==> src/rtl/mdte_pkg.sv <==
// ----------------------------------------------------------------------------
// mdte_pkg: shared types and constants of the DMA transfer engine
// Holds the region table, operation and result kind codes, and the
// command record passed from the front end to the back end.
// ----------------------------------------------------------------------------
package mdte_pkg;

    localparam int COUNT_BITS     = 24;
    localparam int DISC_MAX_STEPS = 1024;
    localparam int OFF_W          = 21;
    localparam int NREGIONS       = 15;

    localparam logic [2:0] OP_COPY       = 3'd0;
    localparam logic [2:0] OP_COPY_SPLIT = 3'd1;
    localparam logic [2:0] OP_DISC       = 3'd2;
    localparam logic [2:0] OP_DISC_SPLIT = 3'd3;
    localparam logic [2:0] OP_FILL       = 3'd4;
    localparam logic [2:0] OP_FILL_SPLIT = 3'd5;
    localparam logic [2:0] OP_PATTERN    = 3'd6;

    localparam logic [2:0] K_WRITE    = 3'd0;
    localparam logic [2:0] K_READ     = 3'd1;
    localparam logic [2:0] K_DROP     = 3'd2;
    localparam logic [2:0] K_START    = 3'd3;
    localparam logic [2:0] K_BADMODE  = 3'd4;
    localparam logic [2:0] K_NOREGION = 3'd5;
    localparam logic [2:0] K_IDLE     = 3'd6;
    localparam logic [2:0] K_EMPTY    = 3'd7;

    localparam logic [2:0] REG_MODE    = 3'd0;
    localparam logic [2:0] REG_FIRST   = 3'd1;
    localparam logic [2:0] REG_SECOND  = 3'd2;
    localparam logic [2:0] REG_COUNT   = 3'd3;
    localparam logic [2:0] REG_PATTERN = 3'd4;

    // Classified transaction handed to the back end
    typedef struct packed {
        logic        is_step;     // 1: step, 0: start
        logic [2:0]  kind;        // start outcome
        logic [2:0]  op;
        logic [3:0]  wr_region;
        logic [3:0]  rd_region;
        logic [OFF_W-1:0] wr_off;
        logic [OFF_W-1:0] rd_off;
        logic [COUNT_BITS-1:0] count;
        logic [31:0] fill_addr;
        logic [15:0] word;
    } cmd_t;

    typedef struct packed {
        logic [2:0]       kind;
        logic [3:0]       region;
        logic [OFF_W-1:0] offset;
        logic [15:0]      data;
        logic             last;
    } res_t;

    function automatic logic [OFF_W-1:0] region_mask(input logic [3:0] r);
        logic [OFF_W-1:0] m;
        case (r)
            4'd0:    m = 21'h1FFFFF;
            4'd1:    m = 21'h000001;
            4'd2:    m = 21'h000001;
            4'd3:    m = 21'h000001;
            4'd4:    m = 21'h000001;
            4'd5:    m = 21'h00001F;
            4'd6:    m = 21'h00000F;
            4'd7:    m = 21'h001FFF;
            4'd8:    m = 21'h003FFF;
            4'd9:    m = 21'h07FFFF;
            4'd10:   m = 21'h0FFFFF;
            4'd11:   m = 21'h0001FF;
            default: m = 21'h000000;
        endcase
        return m;
    endfunction

    function automatic logic region_write_ok(input logic [3:0] r);
        return (r <= 4'd11) && (r != 4'd9);
    endfunction

    function automatic logic region_read_ok(input logic [3:0] r);
        return r <= 4'd11;
    endfunction

    // Region lookup on the low 24 address bits; valid flag plus index
    function automatic logic [4:0] find_region(input logic [31:0] addr);
        logic [23:0] a;
        logic [4:0]  f;
        a = addr[23:0];
        if (a <= 24'h1FFFFF)                         f = {1'b1, 4'd0};
        else if (a >= 24'h300000 && a <= 24'h31FFFF) f = {1'b1, 4'd1};
        else if (a >= 24'h320000 && a <= 24'h33FFFF) f = {1'b1, 4'd2};
        else if (a >= 24'h340000 && a <= 24'h35FFFF) f = {1'b1, 4'd3};
        else if (a >= 24'h380000 && a <= 24'h39FFFF) f = {1'b1, 4'd4};
        else if (a >= 24'h3A0000 && a <= 24'h3BFFFF) f = {1'b1, 4'd5};
        else if (a >= 24'h3C0000 && a <= 24'h3DFFFF) f = {1'b1, 4'd6};
        else if (a >= 24'h400000 && a <= 24'h4FFFFF) f = {1'b1, 4'd7};
        else if (a >= 24'h800000 && a <= 24'h8FFFFF) f = {1'b1, 4'd8};
        else if (a >= 24'hC00000 && a <= 24'hCFFFFF) f = {1'b1, 4'd9};
        else if (a >= 24'hE00000 && a <= 24'hEFFFFF) f = {1'b1, 4'd10};
        else if (a >= 24'hFF0000 && a <= 24'hFF01FF) f = {1'b1, 4'd11};
        else if (a >= 24'h200000 && a <= 24'h2FFFFF) f = {1'b1, 4'd12};
        else if (a >= 24'h360000 && a <= 24'h37FFFF) f = {1'b1, 4'd13};
        else if (a >= 24'h3E0000 && a <= 24'h3FFFFF) f = {1'b1, 4'd14};
        else                                         f = {1'b0, 4'd0};
        return f;
    endfunction

endpackage

==> src/rtl/mdte_front.sv <==
// ----------------------------------------------------------------------------
// mdte_front: configuration registers and start decode
// Registers the configuration, decodes starts into a command record and
// passes step transactions through as step commands.
// ----------------------------------------------------------------------------
module mdte_front
    import mdte_pkg::*;
(
    input  logic        clk,
    input  logic        rst_n,
    input  logic        cfg_we,
    input  logic [2:0]  cfg_index,
    input  logic [31:0] cfg_data,
    input  logic        in_valid,
    output logic        in_ready,
    input  logic        in_func,
    input  logic [15:0] in_word,
    output logic        cmd_valid,
    input  logic        cmd_ready,
    output cmd_t        cmd,
    output logic [15:0] pattern
);

    logic [15:0] mode_reg;
    logic [31:0] first_reg;
    logic [31:0] second_reg;
    logic [COUNT_BITS-1:0] count_reg;
    logic [15:0] pattern_reg;

    logic        valid_reg;
    cmd_t        cmd_reg;
    cmd_t        cmd_next;

    // Write configuration registers
    always_ff @(posedge clk or negedge rst_n)
    begin
        if (!rst_n)
        begin
            mode_reg    <= '0;
            first_reg   <= '0;
            second_reg  <= '0;
            count_reg   <= '0;
            pattern_reg <= '0;
        end
        else if (cfg_we)
        begin
            case (cfg_index)
                REG_MODE:    mode_reg    <= cfg_data[15:0];
                REG_FIRST:   first_reg   <= cfg_data;
                REG_SECOND:  second_reg  <= cfg_data;
                REG_COUNT:   count_reg   <= cfg_data[COUNT_BITS-1:0];
                REG_PATTERN: pattern_reg <= cfg_data[15:0];
                default: ;
            endcase
        end
    end

    assign pattern = pattern_reg;

    // Decode the start transaction
    always_comb
    begin
        logic [2:0]  op;
        logic        bad;
        logic        copy;
        logic [31:0] daddr;
        logic [4:0]  dst;
        logic [4:0]  src;
        logic [COUNT_BITS-1:0] cnt;
        bad = 1'b0;
        op  = OP_COPY;
        case (mode_reg)
            16'hFE3D, 16'hFE6D: op = OP_COPY;
            16'hE2DD, 16'hF2DD: op = OP_COPY_SPLIT;
            16'hFFC5, 16'hFF89: op = OP_DISC;
            16'hFC2D:           op = OP_DISC_SPLIT;
            16'hFEF5:           op = OP_FILL;
            16'hCFFD:           op = OP_FILL_SPLIT;
            16'hFFCD, 16'hFFDD: op = OP_PATTERN;
            default:            bad = 1'b1;
        endcase
        copy  = (op == OP_COPY) || (op == OP_COPY_SPLIT);
        daddr = copy ? first_reg : second_reg;
        dst   = find_region(daddr);
        src   = copy ? find_region(second_reg) : 5'b10000;
        cnt   = count_reg;
        if ((op == OP_DISC || op == OP_DISC_SPLIT) && cnt > COUNT_BITS'(DISC_MAX_STEPS))
            cnt = COUNT_BITS'(DISC_MAX_STEPS);

        cmd_next.is_step   = in_func;
        cmd_next.op        = op;
        cmd_next.wr_region = dst[3:0];
        cmd_next.rd_region = copy ? src[3:0] : 4'd0;
        cmd_next.wr_off    = daddr[OFF_W-1:0] & region_mask(dst[3:0]);
        cmd_next.rd_off    = copy ? (second_reg[OFF_W-1:0] & region_mask(src[3:0])) : '0;
        cmd_next.count     = cnt;
        cmd_next.fill_addr = second_reg;
        cmd_next.word      = in_word;
        if (bad)
            cmd_next.kind = K_BADMODE;
        else if (!dst[4] || !src[4])
            cmd_next.kind = K_NOREGION;
        else if (cnt == '0)
            cmd_next.kind = K_EMPTY;
        else
            cmd_next.kind = K_START;
    end

    // Output register toward the queue
    assign in_ready  = !valid_reg || cmd_ready;
    assign cmd_valid = valid_reg;
    assign cmd       = cmd_reg;

    always_ff @(posedge clk or negedge rst_n)
    begin
        if (!rst_n)
            valid_reg <= 1'b0;
        else if (in_ready)
            valid_reg <= in_valid;
    end

    always_ff @(posedge clk)
    begin
        if (in_ready && in_valid)
            cmd_reg <= cmd_next;
    end

endmodule

==> src/rtl/mdte_queue.sv <==
// ----------------------------------------------------------------------------
// mdte_queue: two-entry command queue
// Decouples the front end from the back end so each side stalls alone.
// ----------------------------------------------------------------------------
module mdte_queue
    import mdte_pkg::*;
(
    input  logic clk,
    input  logic rst_n,
    input  logic wr_valid,
    output logic wr_ready,
    input  cmd_t wr_cmd,
    output logic rd_valid,
    input  logic rd_ready,
    output cmd_t rd_cmd
);

    cmd_t        mem_reg [2];
    logic        wptr_reg;
    logic        rptr_reg;
    logic [1:0]  cnt_reg;
    logic        push;
    logic        pop;

    assign wr_ready = cnt_reg != 2'd2;
    assign rd_valid = cnt_reg != 2'd0;
    assign rd_cmd   = mem_reg[rptr_reg];
    assign push     = wr_valid && wr_ready;
    assign pop      = rd_valid && rd_ready;

    // Advance pointers and fill count
    always_ff @(posedge clk or negedge rst_n)
    begin
        if (!rst_n)
        begin
            wptr_reg <= 1'b0;
            rptr_reg <= 1'b0;
            cnt_reg  <= 2'd0;
        end
        else
        begin
            if (push)
                wptr_reg <= !wptr_reg;
            if (pop)
                rptr_reg <= !rptr_reg;
            cnt_reg <= cnt_reg + {1'b0, push} - {1'b0, pop};
        end
    end

    always_ff @(posedge clk)
    begin
        if (push)
            mem_reg[wptr_reg] <= wr_cmd;
    end

endmodule

==> src/rtl/mdte_back.sv <==
// ----------------------------------------------------------------------------
// mdte_back: transfer sequencer
// Holds transfer state; emits one result per cycle unless the output stalls.
// ----------------------------------------------------------------------------
module mdte_back
    import mdte_pkg::*;
(
    input  logic        clk,
    input  logic        rst_n,
    input  logic        cmd_valid,
    output logic        cmd_ready,
    input  cmd_t        cmd,
    input  logic [15:0] pattern,
    output logic        res_valid,
    input  logic        res_ready,
    output res_t        res
);

    logic        busy_reg;
    logic [2:0]  op_reg;
    logic [COUNT_BITS-1:0] left_reg;
    logic [OFF_W-1:0] roff_reg;
    logic [OFF_W-1:0] woff_reg;
    logic [31:0] faddr_reg;
    logic [3:0]  rreg_reg;
    logic [3:0]  wreg_reg;
    logic [1:0]  idx_reg;

    logic        ovalid_reg;
    res_t        ores_reg;

    logic        emit;
    res_t        r;
    logic        done;
    logic        fin;
    logic        copy;
    logic [1:0]  nwr;
    logic [1:0]  nres;
    logic [15:0] w;
    logic [15:0] wd;
    logic        is_wr;

    assign emit      = cmd_valid && (!ovalid_reg || res_ready);
    assign res_valid = ovalid_reg;
    assign res       = ores_reg;
    assign cmd_ready = emit && done;

    // Select the result for the current sub-step
    always_comb
    begin
        fin  = left_reg <= COUNT_BITS'(1);
        copy = (op_reg == OP_COPY) || (op_reg == OP_COPY_SPLIT);
        w    = (copy && !region_read_ok(rreg_reg)) ? 16'hFFFF : cmd.word;
        case (op_reg)
            OP_COPY_SPLIT, OP_DISC_SPLIT, OP_FILL: nwr = 2'd1;
            OP_FILL_SPLIT:                         nwr = 2'd3;
            default:                               nwr = 2'd0;
        endcase
        case (op_reg)
            OP_COPY_SPLIT: wd = (idx_reg == 2'd0) ? {w[7:0], w[15:8]} : w;
            OP_DISC_SPLIT: wd = (idx_reg == 2'd0) ? {8'h00, w[15:8]} : w;
            OP_FILL:       wd = (idx_reg == 2'd0) ? faddr_reg[31:16] : faddr_reg[15:0];
            OP_FILL_SPLIT:
                case (idx_reg)
                    2'd0:    wd = {8'h00, faddr_reg[31:24]};
                    2'd1:    wd = faddr_reg[31:16];
                    2'd2:    wd = faddr_reg[23:8];
                    default: wd = faddr_reg[15:0];
                endcase
            OP_PATTERN:    wd = pattern;
            default:       wd = w;
        endcase
        nres  = (copy && !fin) ? nwr + 2'd1 : nwr;
        is_wr = idx_reg <= nwr;
        r = '0;
        if (!cmd.is_step)
        begin
            r.kind = cmd.kind;
            r.last = cmd.kind != K_START;
            if (cmd.kind == K_START || cmd.kind == K_EMPTY)
            begin
                r.region = cmd.wr_region;
                r.offset = cmd.wr_off;
            end
            if (idx_reg == 2'd1)
            begin
                r.kind   = K_READ;
                r.last   = 1'b0;
                r.region = cmd.rd_region;
                r.offset = cmd.rd_off & region_mask(cmd.rd_region);
            end
            done = !(cmd.kind == K_START &&
                     (cmd.op == OP_COPY || cmd.op == OP_COPY_SPLIT)) || idx_reg == 2'd1;
        end
        else if (!busy_reg)
        begin
            r.kind = K_IDLE;
            done   = 1'b1;
        end
        else
        begin
            if (is_wr)
            begin
                r.kind   = region_write_ok(wreg_reg) ? K_WRITE : K_DROP;
                r.region = wreg_reg;
                r.offset = woff_reg & region_mask(wreg_reg);
                r.data   = wd;
                r.last   = fin && (idx_reg == nwr);
            end
            else
            begin
                r.kind   = K_READ;
                r.region = rreg_reg;
                r.offset = roff_reg & region_mask(rreg_reg);
            end
            done = idx_reg == nres;
        end
    end

    // Advance transfer state per emitted result
    always_ff @(posedge clk or negedge rst_n)
    begin
        if (!rst_n)
        begin
            busy_reg  <= 1'b0;
            op_reg    <= '0;
            left_reg  <= '0;
            roff_reg  <= '0;
            woff_reg  <= '0;
            faddr_reg <= '0;
            rreg_reg  <= '0;
            wreg_reg  <= '0;
            idx_reg   <= '0;
            ovalid_reg <= 1'b0;
        end
        else
        begin
            if (res_ready || !ovalid_reg)
                ovalid_reg <= emit;
            if (emit)
            begin
                idx_reg <= done ? 2'd0 : idx_reg + 2'd1;
                if (!cmd.is_step)
                begin
                    if (idx_reg == 2'd0)
                    begin
                        busy_reg <= cmd.kind == K_START;
                        if (cmd.kind == K_START || cmd.kind == K_EMPTY)
                        begin
                            op_reg    <= cmd.op;
                            left_reg  <= cmd.count;
                            woff_reg  <= cmd.wr_off;
                            roff_reg  <= cmd.rd_off;
                            rreg_reg  <= cmd.rd_region;
                            wreg_reg  <= cmd.wr_region;
                            faddr_reg <= cmd.fill_addr;
                        end
                    end
                    else
                        roff_reg <= roff_reg + OFF_W'(2);
                end
                else if (busy_reg)
                begin
                    if (is_wr)
                        woff_reg <= woff_reg + OFF_W'(2);
                    else
                        roff_reg <= roff_reg + OFF_W'(2);
                    if (done)
                    begin
                        left_reg <= fin ? '0 : left_reg - COUNT_BITS'(1);
                        if (fin)
                            busy_reg <= 1'b0;
                        if (op_reg == OP_FILL)
                            faddr_reg <= faddr_reg + 32'd4;
                        else if (op_reg == OP_FILL_SPLIT)
                            faddr_reg <= faddr_reg + 32'd8;
                    end
                end
            end
        end
    end

    always_ff @(posedge clk)
    begin
        if (emit)
            ores_reg <= r;
    end

endmodule

==> src/rtl/multimode_dma_transfer_engine.sv <==
// ----------------------------------------------------------------------------
// multimode_dma_transfer_engine: top level of the multimode DMA engine
// A start transaction decodes the mode and regions; each step transaction
// then yields one to four word writes and, for copies, the next read request.
// Each result is one beat on the output channel, so a step yields one to
// four results (at most four for a byte-split address fill); the sequencer
// sets the rate, emitting one result per cycle while the output is not
// stalled. Inputs are accepted into a two-entry queue while the sequencer works.
// ----------------------------------------------------------------------------
module multimode_dma_transfer_engine
    import mdte_pkg::*;
(
    input  logic        clk,
    input  logic        rst_n,
    input  logic        cfg_we,
    input  logic [2:0]  cfg_index,
    input  logic [31:0] cfg_data,
    input  logic        s_tvalid,
    output logic        s_tready,
    input  logic [15:0] s_tdata,   // data_word
    input  logic        s_tuser,   // func
    output logic        m_tvalid,
    input  logic        m_tready,
    output logic [47:0] m_tdata,   // access_kind, region_index, region_offset, write_data
    output logic        m_tlast    // last
);

    logic        fq_valid;
    logic        fq_ready;
    cmd_t        fq_cmd;
    logic        qb_valid;
    logic        qb_ready;
    cmd_t        qb_cmd;
    logic [15:0] pattern;
    res_t        res;

    mdte_front u_front (
        .clk       (clk),
        .rst_n     (rst_n),
        .cfg_we    (cfg_we),
        .cfg_index (cfg_index),
        .cfg_data  (cfg_data),
        .in_valid  (s_tvalid),
        .in_ready  (s_tready),
        .in_func   (s_tuser),
        .in_word   (s_tdata),
        .cmd_valid (fq_valid),
        .cmd_ready (fq_ready),
        .cmd       (fq_cmd),
        .pattern   (pattern)
    );

    mdte_queue u_queue (
        .clk      (clk),
        .rst_n    (rst_n),
        .wr_valid (fq_valid),
        .wr_ready (fq_ready),
        .wr_cmd   (fq_cmd),
        .rd_valid (qb_valid),
        .rd_ready (qb_ready),
        .rd_cmd   (qb_cmd)
    );

    mdte_back u_back (
        .clk       (clk),
        .rst_n     (rst_n),
        .cmd_valid (qb_valid),
        .cmd_ready (qb_ready),
        .cmd       (qb_cmd),
        .pattern   (pattern),
        .res_valid (m_tvalid),
        .res_ready (m_tready),
        .res       (res)
    );

    assign m_tdata = {4'b0000, res.data, res.offset, res.region, res.kind};
    assign m_tlast = res.last;

endmodule
==> config.mk <==
export PLATFORM = sky130hd
export DESIGN_NAME = multimode_dma_transfer_engine
export DESIGN_NICKNAME = d
export VERILOG_FILES = /design/src/rtl/mdte_pkg.sv /design/src/rtl/mdte_front.sv /design/src/rtl/mdte_queue.sv /design/src/rtl/mdte_back.sv /design/src/rtl/multimode_dma_transfer_engine.sv
export SDC_FILE = /design/constraint.sdc
export NUM_CORES = 1
export LEC_CHECK = 0
export BUFFER_PORTS_ARGS = -buffer_cell sky130_fd_sc_hd__buf_2
export CAP_MARGIN = 40
export CORE_UTILIZATION = 40
export CTS_CLUSTER_SIZE = 20
export DETAILED_ROUTE_END_ITERATION = 7
export GPL_TIMING_DRIVEN = 0
export PLACE_DENSITY = 0.64
export RECOVER_POWER = 50
export SYNTH_ARGS = -nofsm -noshare
export SYNTH_HDL_FRONTEND = slang
export SYNTH_SLANG_ARGS = --single-unit
export TNS_END_PERCENT = 10
==> constraint.sdc <==
create_clock -name clk -period 7.7 [get_ports clk]
set_input_delay 0.385 -clock clk [delete_from_list [all_inputs] [get_ports clk]]
set_output_delay 0.385 -clock clk [all_outputs]
set_load 0.05 [all_outputs]
* Word-level counts from Yosys, hierarchy flattened
Memory sizes are Yosys's and may differ from the RTL's. Cells that the tools add are included.
Word-level totals: register bits after elaboration 404, output and inout bits 51, logic and storage cells 338, bits in read-only memories 1680, bits of input ports 57, bits in writable memories 258, memories kept 6
Memories:
- (name not given) | depth 16, bits a word 21, rd ports 1, clocked after memory_dff 0, wr ports 0, RTL line mdte_pkg.sv:60 | case (r)
- (name not given) | depth 16, bits a word 21, rd ports 1, clocked after memory_dff 0, wr ports 0, RTL line mdte_pkg.sv:60
- (name not given) | depth 16, bits a word 21, rd ports 1, clocked after memory_dff 0, wr ports 0, RTL line mdte_pkg.sv:60
- (name not given) | depth 16, bits a word 21, rd ports 1, clocked after memory_dff 0, wr ports 0, RTL line mdte_pkg.sv:60
- (name not given) | depth 16, bits a word 21, rd ports 1, clocked after memory_dff 0, wr ports 0, RTL line mdte_pkg.sv:60
- u_queue.mem_reg | depth 2, bits a word 129, rd ports 1, clocked after memory_dff 0, wr ports 1, RTL line mdte_queue.sv:18 | cmd_t mem_reg [2];
Operators by class: bitwise operators 7, order comparisons 63, add/sub/neg operators 9, mux-type cells 95, eq/ne operators 39, reductions and logical operators 84
Operators by type and width (number):
- $ge 24x22->1 const B | 18
- $le 24x22->1 const B | 18
- $mux 21 | 18
- $mux 32 | 7
- $ge 24x24->1 const B | 8
- $le 24x24->1 const B | 8
- $mux 24 | 8
- $eq 16x16->1 const B | 11
- $mux 5 | 31
- $and 21x21->21 | 5
- $mux 28 | 3
- $pmux 16 s5 | 1
- $mux 16 | 4
- $ge 24x23->1 const B | 2
- $le 24x21->1 const B | 2
- $le 24x23->1 const B | 2
- $pmux 16 s3 | 1
- $add 21x2->21 const B | 2
- $mux 42 | 1
- $logic_and 1x1->1 | 39
- $add 32x3->32 const B | 1
- $add 32x4->32 const B | 1
- $mux 25 | 1
- $gt 24x11->1 const B | 1
- other kinds (38) | 104

* Depth between registers and ports, before layout
Gate-level depths: netlist of the first run.
word-level depth 26, gate-level depth with buffers 14, mapped depth without buffers 13

* Modules after synthesis
From an unflattened synthesis of the first run, not the netlist that was laid out.
Unflattened totals: cells, all modules 2480, area, all modules 30626.9 um^2
By module, submodules not included:
- mdte_back | seq. area each 4179.0 um^2, times used 1, cells each 1321, area an instance 10742.8 um^2
- mdte_front | seq. area each 6701.4 um^2, times used 1, cells each 731, area an instance 10321.1 um^2
- mdte_queue | seq. area each 7847.5 um^2, times used 1, cells each 423, area an instance 9529.1 um^2
- multimode_dma_transfer_engine | seq. area each 0.0 um^2, times used 1, cells each 5, area an instance 33.8 um^2

* Least setup slack after synthesis of the first run
OpenSTA, ideal clock, no wires.
kind flip-flop to flip-flop, from register u_queue.cnt_reg[1], to memory u_queue.mem_reg[0][0] (netlist name) (enable), arrival 5.936 ns, slack 1.145 ns, cell stages (with the launch flop) 4, setup time 0.619 ns, cell sequence dfrtp_1 > nand2_1 > nand2_1 > nor2_1
Between the ends: longest elaborated chain between the ends 4
RTL lines:
- from (decl) | RTL line mdte_queue.sv:21 | logic [1:0] cnt_reg;
- from (signal assigned) | RTL line mdte_queue.sv:46 | cnt_reg <= cnt_reg + {1'b0, push} - {1'b0, pop};
- $ne 2x2->1 | RTL line mdte_queue.sv:25 | assign wr_ready = cnt_reg != 2'd2;
- $logic_and 1x1->1 | RTL line mdte_queue.sv:28 | assign push = wr_valid && wr_ready;
- $mux 1 | RTL line mdte_queue.sv:52 | if (push)
- $mux 1 (implied by the code) | RTL line mdte_queue.sv:53 | mem_reg[wptr_reg] <= wr_cmd;
- to (decl) | RTL line mdte_queue.sv:18
Every way passes these cells.

==> results of run 1 <==
cell usage in the layout (no fill, tap or decap), drive strengths merged, types with 36 or more instances in the layout:
| cell | synthesis | final |
|---|---|---|
| edfxtp | 432 | 432 |
| ha | 36 | 36 |
| nor3 | 57 | 57 |
| a21oi | 160 | 160 |
| nand2 | 173 | 173 |
| buf | 41 | 120 |
| o21ai | 136 | 136 |
| nor2 | 152 | 152 |
| mux2 | 151 | 151 |
| inv | 48 | 54 |
| mux2i | 118 | 118 |
| dfrtp | 230 | 230 |
| clkbuf | 111 | 263 |
| nand3 | 68 | 68 |
| nor2b | 47 | 47 |
worst paths after layout:
check	endpoint	slack [ps]	cells after the start
min	u_front.count_reg[16]$_DFFE_PN0P_	70	2
min reg2reg	u_queue.mem_reg[1][63]$_DFFE_PP_	440	0
max	u_front.count_reg[1]$_DFFE_PN0P_	2280	3
max reg2reg	u_back.roff_reg[19]$_DFFE_PN0P_	2390	14
min in group asynchronous	u_back.roff_reg[10]$_DFFE_PN0P_	1290	2
max in group clk	u_back.roff_reg[19]$_DFFE_PN0P_	2390	14
layer usage:
layer	up-vias	global-route usage, %	share of wire [%]
met3	172	3.61	6.7
li1	9803	-	-
met2	994	40.7	45
met5	-	0	0.0079
met1	11100	37.8	45
met4	2	8.03	3.0
power by group:
group          switching, mW  total [mW]  internal [mW]
registers              0.815        6.07           5.25
clock network           1.52        3.64           2.12
logic                   4.14        5.98           1.84
total                   6.48        15.7           9.21
worst register-to-register path: stages, from the launching register on:
cell,delay (ps)
dfrtp_1,410
clkbuf_1,280
nor2_1,230
and2_1,150
clkbuf_1,430
clkinv_1,490
ha_1,430
nor2b_1,150
o21ai_1,750
nor2_1,170
clkbuf_1,310
o21ai_1,650
clkbuf_1,510
o21ai_0,180
o21ai_0,90
final cells by class:
type                       count  area (µm²)
buffer                       152         628
clock buffer                  95        2010
clock inverter                42         499
fill                        6724       39500
inverter                      49         184
multi-input combinational   1576       10700
sequential                   662       18700
tap                          969        1210
timing repair buffer         166        1160
metrics by stage:
stage                     setup slack [ps]  util (%)  TNS [ps]  cells
after global placement               -2470      42.8   -313180   3511
after CTS                             2520      47.3         0   3711
after detailed placement              2560      43.6         0   3546
after global routing                  1430      47.1         0   3711
final                                 2280      47.1         0   3711
after floorplan                       1150         -         0   2439
kinds of logic after synthesis:
kind of cell               after synthesis  share of synthesized area, %
and+or+nand+nor                        662                          10.9
AOI/OAI and AO/OA                      594                          13.0
muxes                                  269                          9.54
adders and majority gates               36                          1.49
buffers and inverters                  201                          2.68
DFF                                    662                          62.0
xor gates and xnor gates                11                         0.319
other                                    1                        0.0124
==> impl_metrics.env, run 1 <==
export IMPL_outcome="finished with violations"
export IMPL_violations="capacitance limit, slew limit"
export IMPL_setup_viol=0
export IMPL_skew_ps=36.1
export IMPL_cp_max_fo=101
export IMPL_area_delta_synth_final_pct=16.3
export IMPL_vdd_drop_max_mv=0.188
export IMPL_cts_buffers=74
export IMPL_grt_first_pass_wirelength_mm=147
export IMPL_worst_endpoint_arrival_ps=5520
export IMPL_largest_reg_flops=258
export IMPL_grt_pass1_vias=21300
export IMPL_initialDrtViolationCount=2536
export IMPL_max_stage_delay_ps=2260
export IMPL_synth_edf_count=432
export IMPL_fin_crit_sh_pct=70.4
export IMPL_cts_tree="yes"
export IMPL_cts_repair_resized=0
export IMPL_path_clk_slew_ps=60
export IMPL_io_pins=108
export IMPL_placed_area_mm2=0.0325
export IMPL_critPathSlowestCell="clkbuf_2"
export IMPL_worstSetupEndpointType="asynchronous set/reset pin"
export IMPL_grt_ovfl_total=0
export IMPL_nets=2774
export IMPL_syn_inst=2436
export IMPL_grt_use_total_pct=26.1
export IMPL_reg2reg_from="u_back.op_reg[1]$_DFFE_PN0P_"
export IMPL_drive_above_1_share_pct=14.2
export IMPL_slew_headroom_pct=-155
export IMPL_ys_seq_elements=662
export IMPL_worst_pin_slew_ps=3830
export IMPL_synth_top_cell_area_share_pct=43.0
export IMPL_drt_first_pass_iters=5
export IMPL_crit_required_ps=7800
export IMPL_die_area_mm2=0.0766
export IMPL_routed_wl_mm=101
export IMPL_yosysSeqAreaShare_pct=62.0
export IMPL_hp_class="in -> reg"
export IMPL_antenna_found_initial=4
export IMPL_place_congestion=0.948
export IMPL_max_freq_ghz=0.185
export IMPL_portBuffers=103
export IMPL_die_h_um=277
export IMPL_drc=0
export IMPL_startpoint="rst_n"
export IMPL_via_per_inst=5.95
export IMPL_startpoint_type="primary input"
export IMPL_yosysWarnings=0
export IMPL_synth_area_leaders="edfxtp_1 (43%), dfrtp_1 (19%), mux2_2 (5.6%)"
export IMPL_whs_ps=66.5
export IMPL_synth_top_cell_by_area="edfxtp_1"
export IMPL_final_antenna_net_count=0
export IMPL_crit_type="in -> async"
export IMPL_cts_max_path_buffers=3
export IMPL_path_cells="dlygate4sd3_1, clkbuf_1, clkbuf_2"
export IMPL_post_cts_buffers=0
export IMPL_htree_levels=3
export IMPL_clkLatencyLatePin_ps=650
export IMPL_synth_area_mm2=0.0302
export IMPL_hold_start="cfg_data[16]"
export IMPL_slew_viol_final=329
export IMPL_core_mm2=0.0746
export IMPL_antenna_cells=0
export IMPL_critPathBufInv=3
export IMPL_synthFlopType="edfxtp_1"
export IMPL_power_density_mw_per_mm2=447
export IMPL_synth_most_common_cell="edfxtp_1"
export IMPL_die_w_um=277
export IMPL_power_mw=15.7
export IMPL_design_area_mm2=0.0351
export IMPL_cts_root_buf="clkbuf_16"
export IMPL_postCtsHoldBufs=28
export IMPL_grt_max_degree=102
export IMPL_dp_hpwl_mm=75.3
export IMPL_yosysUniqueCellTypes=85
export IMPL_num_rows=100
export IMPL_crit_family="buffers and inverters"
export IMPL_max_cap_viol_count=5
export IMPL_initial_utilization_pct=40.5
export IMPL_via_count=22100
export IMPL_yosys_top_cells_count="edfxtp_1 (432), dfrtp_1 (230), nand2_1 (173)"
export IMPL_cts_sinks=662
export IMPL_rsz0062_at_grt="false"
export IMPL_async_flop_share_pct=34.7
export IMPL_min_period_ps=5420
export IMPL_leakage_nw=12.9
export IMPL_final_hold_viol_count=0
export IMPL_wl_per_cell_um=27.3
export IMPL_syn_area_per_cell_um2=12.4
(Power assumes the default switching activity.)
==> run 2: changes to the inputs <==
==> constraint.sdc (replaced) <==
create_clock -name clk -period 5.45 [get_ports clk]
set_input_delay 0.2725 -clock clk [delete_from_list [all_inputs] [get_ports clk]]
set_output_delay 0.2725 -clock clk [all_outputs]
set_load 0.05 [all_outputs]
==> run 2 against run 1 <==
Net effect:
- the run still ends with capacitance limit, slew limit left
- sequential power increased by 41%
- register-to-register slack got worse by 2100 ps
- first-iteration DRC count increased by 8.1%
- critical path type is now reg -> reg
==> impl_metrics.env, run 2 (synthesis gave the netlist of run 1 again) <==
export IMPL_initial_utilization_pct=40.5
export IMPL_grt_ovfl_total=0
export IMPL_cts_buffers=73
export IMPL_skew_ps=21.5
export IMPL_startpoint_type="register"
export IMPL_area_delta_synth_final_pct=16.7
export IMPL_slew_headroom_pct=-86.8
export IMPL_hold_path_endpoint="u_front.second_reg[10]$_DFFE_PN0P_"
export IMPL_htree_levels=3
export IMPL_dp_cells=3542
export IMPL_antenna_cells=0
export IMPL_dp_hpwl_mm=75.1
export IMPL_leakage_nw=13.0
export IMPL_final_hold_viol_count=0
export IMPL_crit_type="reg -> reg"
export IMPL_grt_pass1_vias=21700
export IMPL_worstRegToRegCells=14
export IMPL_clkLatencyLatePin_ps=630
export IMPL_initialDrtViolationCount=2741
export IMPL_outcome="finished with violations"
export IMPL_path_clk_slew_ps=60
export IMPL_io_pins=108
export IMPL_drt_first_pass_iters=6
export IMPL_cts_tree="yes"
export IMPL_slew_viol_final=283
export IMPL_pre_cts_slack_ps=443
export IMPL_reg2reg_from="u_back.op_reg[1]$_DFFE_PN0P_"
export IMPL_routed_wl_mm=100
export IMPL_hold_start="cfg_data[10]"
export IMPL_hp_class="in -> reg"
export IMPL_design_area_mm2=0.0352
export IMPL_via_count=22200
export IMPL_antenna_found_initial=2
export IMPL_cp_max_fo=10
export IMPL_die_area_mm2=0.0766
export IMPL_hold_path_depth=3
export IMPL_placed_area_mm2=0.0325
export IMPL_max_cap_viol_count=5
export IMPL_grt_first_pass_wirelength_mm=147
export IMPL_post_cts_buffers=0
export IMPL_vdd_drop_max_mv=0.240
export IMPL_place_congestion=0.943
export IMPL_worst_endpoint_arrival_ps=5730
export IMPL_min_period_ps=5180
export IMPL_r2r_end="u_back.roff_reg[17]$_DFFE_PN0P_"
export IMPL_nets=2778
export IMPL_die_h_um=277
export IMPL_rsz0062_at_grt="false"
export IMPL_power_mw=22.2
export IMPL_cts_sinks=662
export IMPL_instances_no_fill=3713
export IMPL_layout_commonest_cell="edfxtp_1"
export IMPL_crit_required_ps=6000
export IMPL_final_antenna_net_count=0
export IMPL_violations="capacitance limit, slew limit"
export IMPL_num_rows=100
export IMPL_fin_tns_setup_ps=0
export IMPL_power_density_mw_per_mm2=630
export IMPL_worstSetupEndpointType="register"
export IMPL_whs_ps=35.4
export IMPL_largest_reg_flops=258
export IMPL_via_per_inst=5.98
export IMPL_cts_root_buf="clkbuf_16"
export IMPL_layout_common_cells="edfxtp_1 (432), dfrtp_1 (230), nand2_1 (173)"
export IMPL_worst_pin_slew_ps=2800
export IMPL_fin_crit_sh_pct=95.1
export IMPL_final_util_pct=47.2
export IMPL_grt_max_degree=109
export IMPL_setup_ws_ps=268
export IMPL_drc=0
export IMPL_die_w_um=277
export IMPL_grt_use_total_pct=26.0
export IMPL_core_mm2=0.0746
export IMPL_cts_max_path_buffers=3
export IMPL_setup_viol=0
export IMPL_max_freq_ghz=0.193
export IMPL_portBuffers=103
export IMPL_drive_above_1_share_pct=14.3
export IMPL_wl_per_cell_um=27.1
export IMPL_rrSetupSlack_ps=270
==> run 2: area by class of cell <==
class | count | area [µm²]
plain buffers | 152 | 628
clock buffers | 88 | 1930
clock inverters | 46 | 596
fillers | 6673 | 39400
inverters | 49 | 184
multi-input cells | 1576 | 10700
flip-flops and latches | 662 | 18700
well taps | 969 | 1210
repair buffers | 171 | 1260
==> run 2: what timing repair did <==
action                                  4_1_cts  5_1_grt
endpoints found under the hold margin       286        0
resized for setup                             0        0
hold buffers                                 37        0
endpoints found under the setup margin        0        0
==> run 2: power breakdown <==
part	internal (mW)	switching, mW
Sequential	7.39	1.15
Combinational	2.61	5.86
Clock	3.05	2.11
==> run 2: worst max-delay path by stage <==
stage                                 startpoint                                 to  slack [ps]  depth (start not counted)
floorplan           u_queue.cnt_reg[0]$_DFF_PN0_           u_front.cmd[0]$_DFFE_PP_        1050                          3
global placement    u_queue.cnt_reg[1]$_DFF_PN0_  u_queue.mem_reg[0][102]$_DFFE_PP_       -1210                          3
detailed placement  u_back.op_reg[1]$_DFFE_PN0P_    u_back.roff_reg[17]$_DFFE_PN0P_         440                         14
CTS                 u_back.op_reg[1]$_DFFE_PN0P_    u_back.roff_reg[17]$_DFFE_PN0P_         390                         14
global route        u_back.op_reg[1]$_DFFE_PN0P_    u_back.roff_reg[19]$_DFFE_PN0P_          60                         14
finish              u_back.op_reg[1]$_DFFE_PN0P_    u_back.roff_reg[17]$_DFFE_PN0P_         270                         14
==> run 2: metal layers <==
metal / vias up / track usage (%) / part of all wire [%]
met4: 0 / 8.01 / 3.1
li1: 9818 / - / -
met3: 157 / 4.13 / 7.4
met1: 11200 / 36.6 / 44
met2: 988 / 41.2 / 46
met5: - / 0 / 0
==> run 2: critical path: stages, from the launching register on <==
cell	delay (ps)
dfrtp_1	410
clkbuf_1	290
nor2_1	270
and2_1	160
clkbuf_1	440
clkinv_1	510
ha_1	440
nor2b_1	150
o21ai_1	620
nor2_1	170
clkbuf_1	320
o21ai_1	600
clkbuf_1	440
o21ai_0	160
o21ai_0	100
==> run 3: changes to the inputs <==
--- a/config.mk
+++ b/config.mk
@@ -7,11 +7,11 @@
 export LEC_CHECK = 0
 export BUFFER_PORTS_ARGS = -buffer_cell sky130_fd_sc_hd__buf_2
 export CAP_MARGIN = 40
-export CORE_UTILIZATION = 40
+export CORE_UTILIZATION = 55
 export CTS_CLUSTER_SIZE = 20
 export DETAILED_ROUTE_END_ITERATION = 7
 export GPL_TIMING_DRIVEN = 0
-export PLACE_DENSITY = 0.64
+export PLACE_DENSITY = 0.8
 export RECOVER_POWER = 50
 export SYNTH_ARGS = -nofsm -noshare
 export SYNTH_HDL_FRONTEND = slang
==> run 3 against run 2 <==
Net effect:
- the run still ends with capacitance limit, slew limit left
- power shrank 2.5%
- global-route usage grew 8.9 points
- via count grew 1.3%
- register-to-register slack gained 50 ps
- sequential cell count is the same
- final area shrank 1.9%
- critical path depth is the same
- critical endpoint is now u_back.roff_reg[11]$_DFFE_PN0P_
- largest cell class unchanged
- highest routed layer unchanged
==> impl_metrics.env, run 3 (synthesis gave the netlist of run 1 again) <==
export IMPL_via_per_inst=6.56
export IMPL_instances_no_fill=3428
export IMPL_startpoint_type="register"
export IMPL_cts_sinks=662
export IMPL_post_cts_buffers=0
export IMPL_dp_hpwl_mm=71.3
export IMPL_largest_reg_flops=258
export IMPL_nets=2769
export IMPL_critPathBufInv=5
export IMPL_drt_first_pass_iters=6
export IMPL_crit_family="buffers and inverters"
export IMPL_rsz0062_at_grt="false"
export IMPL_skew_ps=31.5
export IMPL_core_mm2=0.0540
export IMPL_num_rows=85
export IMPL_place_congestion=1.00
export IMPL_cts_max_path_buffers=3
export IMPL_slew_headroom_pct=-110
export IMPL_critPathSlowestCell="o21ai_1"
export IMPL_layout_commonest_cell="edfxtp_1"
export IMPL_min_period_ps=5130
export IMPL_max_cap_viol_count=2
export IMPL_cpMostUsedCell="clkbuf_1"
export IMPL_fin_tns_setup_ps=0
export IMPL_antenna_found_initial=1
export IMPL_grt_use_total_pct=34.8
export IMPL_max_stage_delay_ps=720
export IMPL_whs_ps=35.1
export IMPL_clkLatencyLatePin_ps=630
export IMPL_cts_root_buf="clkbuf_16"
export IMPL_grt_max_degree=98
export IMPL_final_hold_viol_count=0
export IMPL_leakage_nw=12.8
export IMPL_via_count=22500
export IMPL_vdd_drop_max_mv=0.350
export IMPL_power_mw=21.6
export IMPL_worst_pin_slew_ps=3150
export IMPL_path_clk_slew_ps=60
export IMPL_slew_viol_final=97
export IMPL_grt_ovfl_total=0
export IMPL_power_density_mw_per_mm2=625
export IMPL_path_cells="clkbuf_1, nor2_1, and2_1, clkbuf_1, clkinv_1, ha_1, nor2b_1, o21ai_1, nor2_1, clkbuf_1, o21ai_1, clkbuf_1, o21ai_0, o21ai_0"
export IMPL_cp_max_fo=10
export IMPL_drc=0
export IMPL_worst_endpoint_arrival_ps=5650
export IMPL_area_delta_synth_final_pct=14.5
export IMPL_die_h_um=236
export IMPL_fin_crit_sh_pct=94.1
export IMPL_violations="capacitance limit, slew limit"
export IMPL_crit_type="reg -> reg"
export IMPL_dp_cells=3268
export IMPL_drive_above_1_share_pct=13.5
export IMPL_max_freq_ghz=0.195
export IMPL_routed_wl_mm=96.5
export IMPL_wl_per_cell_um=28.2
export IMPL_grt_pass1_vias=21900
export IMPL_cts_tree="yes"
export IMPL_htree_levels=3
export IMPL_die_area_mm2=0.0558
export IMPL_grt_first_pass_wirelength_mm=142
export IMPL_layout_common_cells="edfxtp_1 (432), dfrtp_1 (230), clkbuf_1 (188)"
export IMPL_initialDrtViolationCount=2965
export IMPL_antenna_cells=0
export IMPL_outcome="finished with violations"
export IMPL_cts_buffers=69
export IMPL_die_w_um=236
export IMPL_portBuffers=103
export IMPL_setup_viol=0
export IMPL_n_fill_cell=4106
export IMPL_worstSetupEndpointType="register"
export IMPL_initial_utilization_pct=55.9
export IMPL_final_antenna_net_count=0
export IMPL_hp_class="in -> reg"
export IMPL_io_pins=108
export IMPL_cts_repair_resized=0
export IMPL_crit_required_ps=5970
export IMPL_final_util_pct=64.0
## run 3: layout make-up
cell class	instances	area [µm²]	share of cell area, %
inverter	49	184	0.532
timing repair buffer	166	1220	3.54
sequential	662	18700	54.2
clock buffer	106	2000	5.78
tap	696	871	2.52
clock inverter	21	255	0.739
buffer	152	626	1.81
multi-input combinational	1576	10700	30.9
## run 3: what timing repair did
action	CTS	global route
hold buffers	33	0
endpoints found under the hold margin	88	0
setup endpoints to repair	0	0
## run 3: worst paths after layout
path / from / endpoint / slack [ps] / depth (start not counted)
min in group asynchronous: rst_n / u_back.roff_reg[19]$_DFFE_PN0P_ / 1250 / 2
max reg2reg: u_back.op_reg[1]$_DFFE_PN0P_ / u_back.roff_reg[11]$_DFFE_PN0P_ / 320 / 14
min reg2reg: u_front.cmd[109]$_DFFE_PP_ / u_queue.mem_reg[0][109]$_DFFE_PP_ / 440 / 0
max in group asynchronous: rst_n / u_front.count_reg[7]$_DFFE_PN0P_ / 1280 / 4
min: cfg_data[15] / u_front.pattern[15]$_DFFE_PN0P_ / 40 / 2
max: u_back.op_reg[1]$_DFFE_PN0P_ / u_back.roff_reg[11]$_DFFE_PN0P_ / 320 / 14
## run 3: metal layers
layer | share of wire, % | GRT usage (%)
met5 | 0 | 0
met3 | 9.8 | 7.00
met1 | 41 | 49.0
met2 | 45 | 53.3
met4 | 4.0 | 13.8
## run 3: stage by stage
stage          setup WS, ps  instance area, µm²
6_report                320               34600
3_3_place_gp           -949               31600
5_1_grt                39.6               34600
2_1_floorplan          1050               30200
4_1_cts                 470               34700
3_5_place_dp            520               32100
## run 3: worst register-to-register path, stage by stage (launching register included)
cell and delay, ps:
dfrtp_1 410, clkbuf_1 270, nor2_1 240, and2_1 160, clkbuf_1 410, clkinv_1 450
ha_1 420, nor2b_1 150, o21ai_1 720, nor2_1 170, clkbuf_1 320, o21ai_1 620
clkbuf_1 450, o21ai_0 160, o21ai_0 90
## run 3: power breakdown
| part | switching (mW) | leakage, nW | internal [mW] |
|---|---|---|---|
| Clock | 1.98 | 1.09 | 2.70 |
| Combinational | 5.79 | 4.85 | 2.60 |
| Sequential | 1.16 | 6.90 | 7.39 |
